## config.mk

```make
export PLATFORM = sky130hd
export DESIGN_NAME = utf8_to_codepoint_decoder_core
export DESIGN_NICKNAME = d
export VERILOG_FILES = /design/src/sv/utf8d_pkg.sv /design/src/sv/utf8d_in_stage.sv /design/src/sv/utf8d_decode.sv /design/src/sv/utf8_to_codepoint_decoder_core.sv
export SDC_FILE = /design/constraint.sdc
export NUM_CORES = 1
export LEC_CHECK = 0
export BUFFER_PORTS_ARGS = -buffer_cell sky130_fd_sc_hd__buf_2
export CAP_MARGIN = 10
export CORE_MARGIN = 2
export CORE_UTILIZATION = 57
export DETAILED_ROUTE_END_ITERATION = 6
export PLACE_DENSITY_LB_ADDON = 0.15
export RECOVER_POWER = 25
export SYNTH_ARGS = -nofsm -noshare
export SYNTH_HDL_FRONTEND = slang
export SYNTH_SLANG_ARGS = --single-unit
```

## constraint.sdc

```tcl
create_clock -name clk -period 7.54 [get_ports clk]
set_input_delay 1.131 -clock clk [delete_from_list [all_inputs] [get_ports clk]]
set_output_delay 1.131 -clock clk [all_outputs]
set_load 0.02 [all_outputs]
```

## src/sv/utf8d_pkg.sv

```systemverilog
// ----------------------------------------------------------------------------
// utf8d_pkg
// Shared types and constants for the UTF-8 to code point decoder.
// ----------------------------------------------------------------------------
package utf8d_pkg;

  localparam int unsigned CP_W   = 21;
  localparam int unsigned BYTE_W = 8;

  // Byte order mark, in arrival order
  localparam logic [BYTE_W-1:0] BOM_BYTE0 = 8'hEF;
  localparam logic [BYTE_W-1:0] BOM_BYTE1 = 8'hBB;
  localparam logic [BYTE_W-1:0] BOM_BYTE2 = 8'hBF;

  // Position of a byte in the text, saturating once past the mark
  localparam logic [1:0] POS_FIRST  = 2'd0;
  localparam logic [1:0] POS_SECOND = 2'd1;
  localparam logic [1:0] POS_THIRD  = 2'd2;
  localparam logic [1:0] POS_PAST   = 2'd3;

  // One input request
  typedef struct packed {
    logic [BYTE_W-1:0] data_byte;
    logic              last_byte;
  } in_item_t;

  // One result request
  typedef struct packed {
    logic [CP_W-1:0] code_point;
    logic            has_code_point;
    logic            end_of_text;
    logic            halted;
  } result_t;

endpackage

```

## src/sv/utf8d_in_stage.sv

```systemverilog
// ----------------------------------------------------------------------------
// utf8d_in_stage
// Input register: holds one byte request until the decoder consumes it.
// ----------------------------------------------------------------------------
module utf8d_in_stage
  import utf8d_pkg::*;
(
  input  logic     clk,
  input  logic     rst_n,
  input  logic     req_vld,
  output logic     req_rdy,
  input  in_item_t req_item,
  input  logic     take,
  output logic     hold_vld,
  output in_item_t hold_item
);

  logic     vld_r, vld_nxt;
  in_item_t item_r;

  // Accept when empty or when the held byte leaves this cycle
  assign req_rdy = !vld_r || take;

  always_comb begin
    vld_nxt = vld_r;
    if (req_vld && req_rdy) begin
      vld_nxt = 1'b1;
    end else if (take) begin
      vld_nxt = 1'b0;
    end
  end

  always_ff @(posedge clk) begin
    if (!rst_n) begin
      vld_r <= 1'b0;
    end else begin
      vld_r <= vld_nxt;
    end
  end

  // Capture payload on accept
  always_ff @(posedge clk) begin
    if (req_vld && req_rdy) begin
      item_r <= req_item;
    end
  end

  assign hold_vld  = vld_r;
  assign hold_item = item_r;

endmodule

```

## src/sv/utf8d_decode.sv

```systemverilog
// ----------------------------------------------------------------------------
// utf8d_decode
// Sequence state and combinational decode of one byte into an optional result.
// ----------------------------------------------------------------------------
module utf8d_decode
  import utf8d_pkg::*;
(
  input  logic     clk,
  input  logic     rst_n,
  input  logic     skip_bom,
  input  logic     step,
  input  in_item_t item,
  output logic     res_vld,
  output result_t  res
);

  logic [1:0]      pend_r, pend_nxt;
  logic [CP_W-1:0] acc_r, acc_nxt;
  logic            stop_r, stop_nxt;
  logic [1:0]      pos_r, pos_nxt;
  logic            match_r, match_nxt;

  logic [BYTE_W-1:0] b;
  logic [BYTE_W-1:0] want;
  logic [CP_W-1:0]   cp;
  logic              emit;

  assign b = item.data_byte;

  // Expected mark byte at the current position
  always_comb begin
    case (pos_r)
      POS_FIRST:  want = BOM_BYTE0;
      POS_SECOND: want = BOM_BYTE1;
      default:    want = BOM_BYTE2;
    endcase
  end

  // Decode one byte against the partial sequence
  always_comb begin
    pend_nxt  = pend_r;
    acc_nxt   = acc_r;
    stop_nxt  = stop_r;
    pos_nxt   = pos_r;
    match_nxt = match_r;
    cp        = '0;
    emit      = 1'b0;
    if (!stop_r) begin
      if (pend_r == 2'd0) begin
        if (b[7] == 1'b0) begin
          cp   = {{(CP_W-BYTE_W){1'b0}}, b};
          emit = 1'b1;
        end else if (b[7:5] == 3'b110) begin
          acc_nxt  = {{(CP_W-5){1'b0}}, b[4:0]};
          pend_nxt = 2'd1;
        end else if (b[7:4] == 4'b1110) begin
          acc_nxt  = {{(CP_W-4){1'b0}}, b[3:0]};
          pend_nxt = 2'd2;
        end else if (b[7:3] == 5'b11110) begin
          acc_nxt  = {{(CP_W-3){1'b0}}, b[2:0]};
          pend_nxt = 2'd3;
        end else begin
          // Continuation or out-of-range lead byte
          stop_nxt = 1'b1;
        end
      end else begin
        acc_nxt  = {acc_r[CP_W-7:0], b[5:0]};
        pend_nxt = pend_r - 2'd1;
        if (pend_nxt == 2'd0) begin
          cp   = acc_nxt;
          emit = 1'b1;
        end
      end
      // Truncated sequence at end of text
      if (item.last_byte && pend_nxt != 2'd0) begin
        stop_nxt = 1'b1;
      end
      // Track the leading byte order mark
      if (pos_r != POS_PAST) begin
        if (b != want) begin
          match_nxt = 1'b0;
        end
        if (pos_r == POS_THIRD && match_nxt && skip_bom && emit) begin
          emit = 1'b0;
        end
        pos_nxt = pos_r + 2'd1;
      end
    end
  end

  // Form the result
  assign res_vld            = item.last_byte || emit;
  assign res.code_point     = emit ? cp : '0;
  assign res.has_code_point = emit;
  assign res.end_of_text    = item.last_byte;
  assign res.halted         = item.last_byte && stop_nxt;

  // Advance state; end of text starts a fresh one
  always_ff @(posedge clk) begin
    if (!rst_n) begin
      pend_r  <= 2'd0;
      acc_r   <= '0;
      stop_r  <= 1'b0;
      pos_r   <= POS_FIRST;
      match_r <= 1'b1;
    end else if (step) begin
      if (item.last_byte) begin
        pend_r  <= 2'd0;
        acc_r   <= '0;
        stop_r  <= 1'b0;
        pos_r   <= POS_FIRST;
        match_r <= 1'b1;
      end else begin
        pend_r  <= pend_nxt;
        acc_r   <= acc_nxt;
        stop_r  <= stop_nxt;
        pos_r   <= pos_nxt;
        match_r <= match_nxt;
      end
    end
  end

endmodule

```

## src/sv/utf8_to_codepoint_decoder_core.sv

```systemverilog
// ----------------------------------------------------------------------------
// utf8_to_codepoint_decoder_core
// UTF-8 byte stream in, code points out, with end-of-text and halt flags.
// ----------------------------------------------------------------------------
// Takes one byte per clock cycle while the output is not stalled: each byte
// passes an input register, a combinational decode against the sequence
// state, and a result register. Bytes that complete no character and are
// not the last of the text produce no result. Output stalls hold the result
// register and, through the input ready, back up the input without losing a
// request.
module utf8_to_codepoint_decoder_core
  import utf8d_pkg::*;
(
  input  logic        clk,
  input  logic        rst_n,
  // Configuration
  input  logic        cfg_wr_en,
  input  logic        cfg_wr_data,   // skip_bom
  // Byte input
  input  logic        in_tvalid,
  output logic        in_tready,
  input  logic [7:0]  in_tdata,      // [7:0] data_byte
  input  logic        in_tlast,      // last_byte
  // Result output
  output logic        out_tvalid,
  input  logic        out_tready,
  output logic [23:0] out_tdata,     // [20:0] code_point, [23:21] zero
  output logic [1:0]  out_tuser,     // [0] has_code_point, [1] halted
  output logic        out_tlast      // end_of_text
);

  logic     skip_bom_r;
  in_item_t in_item;
  in_item_t hold_item;
  logic     hold_vld;
  logic     out_free;
  logic     step;
  logic     res_vld;
  result_t  res;
  logic     out_vld_r, out_vld_nxt;
  result_t  out_res_r;

  // Configuration register
  always_ff @(posedge clk) begin
    if (!rst_n) begin
      skip_bom_r <= 1'b1;
    end else if (cfg_wr_en) begin
      skip_bom_r <= cfg_wr_data;
    end
  end

  assign in_item.data_byte = in_tdata;
  assign in_item.last_byte = in_tlast;

  // Decode advances when a byte is held and the result slot can take a request
  assign out_free = !out_vld_r || out_tready;
  assign step     = hold_vld && out_free;

  utf8d_in_stage u_in_stage (
    .clk       (clk),
    .rst_n     (rst_n),
    .req_vld   (in_tvalid),
    .req_rdy   (in_tready),
    .req_item  (in_item),
    .take      (step),
    .hold_vld  (hold_vld),
    .hold_item (hold_item)
  );

  utf8d_decode u_decode (
    .clk      (clk),
    .rst_n    (rst_n),
    .skip_bom (skip_bom_r),
    .step     (step),
    .item     (hold_item),
    .res_vld  (res_vld),
    .res      (res)
  );

  // Result register
  always_comb begin
    out_vld_nxt = out_vld_r;
    if (step && res_vld) begin
      out_vld_nxt = 1'b1;
    end else if (out_tready) begin
      out_vld_nxt = 1'b0;
    end
  end

  always_ff @(posedge clk) begin
    if (!rst_n) begin
      out_vld_r <= 1'b0;
    end else begin
      out_vld_r <= out_vld_nxt;
    end
  end

  always_ff @(posedge clk) begin
    if (step && res_vld) begin
      out_res_r <= res;
    end
  end

  assign out_tvalid = out_vld_r;
  assign out_tdata  = {3'b000, out_res_r.code_point};
  assign out_tuser  = {out_res_r.halted, out_res_r.has_code_point};
  assign out_tlast  = out_res_r.end_of_text;

`ifndef ASSERT_OFF
  // A result without a character can only be the end of text
  a_empty_is_end: assert property (@(posedge clk) disable iff (!rst_n)
    out_tvalid && !out_tuser[0] |-> out_tlast)
    else $error("result without code point is not end of text");

  // Halt is reported only on the end result
  a_halt_at_end: assert property (@(posedge clk) disable iff (!rst_n)
    out_tvalid && out_tuser[1] |-> out_tlast)
    else $error("halt flag on a result that is not end of text");

  // A result without a code point carries a zero payload
  a_empty_zero: assert property (@(posedge clk) disable iff (!rst_n)
    out_tvalid && !out_tuser[0] |-> out_tdata == 24'd0)
    else $error("nonzero code point without has_code_point");

  // A stalled result stays put
  a_hold: assert property (@(posedge clk) disable iff (!rst_n)
    out_tvalid && !out_tready |=> out_tvalid && $stable(out_tdata))
    else $error("stalled result changed");
`endif

endmodule
```

==> run_results.csv <==
group,metric,value,unit
run_status,outcome,"finished, final reports clean",
floorplanning,start_util,59.9,%
critical_path,crit_required,6.41,ns
clocking,clk_pin_slew,0.06,ns
clocking,numClockSinks,57,
placement,portBuffers,40,
sta,layout_setup_ws,4.68,ns
critical_path,critical_path.cell_chain,"clkbuf_1 > nor2b_1 > nand2_1 > buf_2",
clocking,cts_max_level,3,
clocking,cts_resized,0,
sta,period_share,38.0,%
layout,n_antenna_cell,0,
critical_path,start_kind,"input pin",
placement,pre_cts_ws,4.65,ns
detailed_routing,drt_iter0_drc,161,
sta,layout_min_cycle_time,2.86,ns
sta,relSlewSlack,14.1,%
critical_path,slowest_delay,0.25,ns
power_and_ir_drop,powerDensity,229,nW/um^2
sta,hold_ws,0.456,ns
job,drv_cap,0,
synthesis,ys_seq_elements,57,
floorplanning,dieArea,4800,sq um
layout,final_cell_area,2810,sq um
floorplanning,fp.coreArea,4060,sq um
sta,skew,0.00573,ns
synthesis,syn_area_per_cell,11.8,sq um
placement,gp_congestion,0.885,
detailed_routing,post_drt_wl_per_cell,14.8,microns
global_routing,grt_max_degree,33,
critical_path,crit_path_end_kind,"output port",
critical_path,critPathBufInv,2,
layout,drive_gt1_share,22.9,%
critical_path,arrival,1.73,ns
floorplanning,die_h,69.3,microns
sta,rsz0062_at_grt,"no",
detailed_routing,antenna_left,0,
synthesis,yosys_warnings,0,
layout,area_growth,15.6,%
synthesis,ys_types,43,
synthesis,syn_inst,206,
detailed_routing,vias,1624,
placement,postPlaceCellArea,2640,sq um
clocking,ctsRootBufferMaster,"clkbuf_8",
global_routing,grt_pass1_vias,1622,
floorplanning,rows,23,
power_and_ir_drop,p_leak,1.13,nW
synthesis,syn-cell-area,2430,sq um
global_routing,grt_util_all_layers,20.4,%
synthesis,synth-seq-area-share,60.5,%
global_routing,antenna_found_initial,0,
global_routing,gr-total-overflow,0,
clocking,clk_latency,0.33,ns
critical_path,path_delay_family,"simple AND/OR/NAND/NOR gates",
sta,setup_viol,0,
power_and_ir_drop,power,0.644,mW
detailed_routing,firstDrtPassIters,4,
clocking,cts.path.max_buffers,2,
sta,worst_pin_slew,1.29,ns
layout,nets,267,
global_routing,grt_first_pass_wirelength,7450,microns
layout,final_cell_mix,"buf_2 (38), edfxtp_1 (33), nand2_1 (31), dfxtp_1 (24), mux2i_1 (17)",
sta,max_freq,349,MHz
critical_path,critical_path_peak_fanout,5,
detailed_routing,drc,0,
floorplanning,die_w,69.3,microns
clocking,hold_buffers,0,
detailed_routing,drt_wl_total,4500,microns
sta,final_hold_viol_count,0,
layout,mostFrequentLayoutCell,"buf_2",
sta,tns,0,ns
min_path,hold_path.class,"reg2reg",
power_and_ir_drop,ir_worst_vdd,0.138,mV
placement,dpl.hpwl,2870,microns
critical_path,crit_type,"in2out",
critical_path,crit_slowest_cell,"nor2b_1",
clocking,cts_made_buffers,9,
sta,drv_slew,0,
clocking,cts_setup_buffers,0,
detailed_routing,vias_per_cell,5.36,
layout,fillers,315,
clocking,tritoncts,"done",
floorplanning,io_pins,44,
[worst register-to-register path, cell delays in order, from the launching register on]
cell	delay, ns
dfxtp_1	0.68
inv_1	0.11
a211oi_1	0.45
o21ai_1	0.25
a21oi_2	0.18
buf_4	0.32
[metal layers]
metal  GRT usage [%]  share of wire, %  wire [microns]
met2            33.5                50            2240
met4            8.28               1.8              80
met3            9.01               5.9             264
met1            23.1                43            1910
met5               0                 0               0
[layout make-up]
class	instances	area (sq um)	area share, %
sequential	57	1470	52.3
multi-input combinational	132	873	31.1
timing repair buffer	41	205	7.30
clock buffer	12	155	5.52
tap	50	62.6	2.23
inverter	7	26.3	0.935
clock inverter	4	17.5	0.623
[kinds of logic (layout without fill, tap and decap cells)]
logic type / Yosys count / after routing / share of synthesized area (%)
AND/OR/NAND/NOR: 86 / 86 / 18.9
other: 1 / 3 / 0.154
multiplexers: 17 / 17 / 7.00
buffers and inverters: 19 / 64 / 4.01
adder cells (fa/ha/maj): 4 / 4 / 2.06
flip-flops: 57 / 57 / 60.5
XOR/XNOR: 1 / 1 / 0.360
AO/OA/AOI/OAI: 21 / 21 / 6.95
[cells in the mapped netlist (all sizes together)]
master,n,area [sq um]
a211o,1,8.76
a211oi,1,7.51
a21boi,1,7.51
a21o,1,7.51
a21oi,4,20.0
a22oi,1,7.51
a31oi,1,6.26
a32oi,1,8.76
a41oi,1,27.5
and2,7,43.8
and3,15,93.8
and3b,3,26.3
and4,2,17.5
buf,7,52.5
clkbuf,5,18.8
conb,1,3.75
dfxtp,24,480
edfxtp,33,991
ha,4,50.1
inv,7,26.3
mux2i,17,170
nand2,31,116
nand2b,1,6.26
nand3,5,25.0
nand3b,1,7.51
nand4,2,12.5
nand4b,2,17.5
nor2,7,26.3
nor2b,5,31.3
nor3,2,10.0
nor3b,2,20.0
nor4,1,6.26
o2111a,1,11.3
o2111ai,2,17.5
o211ai,1,7.51
o21ai,4,20.0
o221a,1,11.3
xor2,1,8.76
[power by group]
part / internal (mW) / switching [mW]
Combinational: 0.0172 / 0.0328
Clock: 0.134 / 0.111
Sequential: 0.341 / 0.00810
[final timing paths]
path | from | endpoint | slack [ns] | cells past startpoint
hold reg to reg | u_decode.acc_r[9] | u_decode.acc_r[9] | 0.46 | 2
setup / recovery | out_tready | in_tready | 4.68 | 4
setup reg to reg | u_decode.pend_r[0] | out_tdata[10] | 5.22 | 5
hold / removal | u_decode.acc_r[9] | u_decode.acc_r[9] | 0.46 | 2
[registers in the layout (all words and copies together), names as in the netlist, 2 cells and up]
register and count:
out_tdata 21, u_decode.acc_r 15, out_tuser 2, u_in_stage.hold_item 9, u_decode.pos_r 2, u_decode.pend_r 2
[stage by stage]
stage / instances / util, %
floorplan: 208 / -
global placement: 287 / 65.1
detailed placement: 287 / 65.1
CTS: 303 / 69.3
global route: 303 / 69.3
finish: 303 / 69.3
Power figures use the tool's default switching activity.
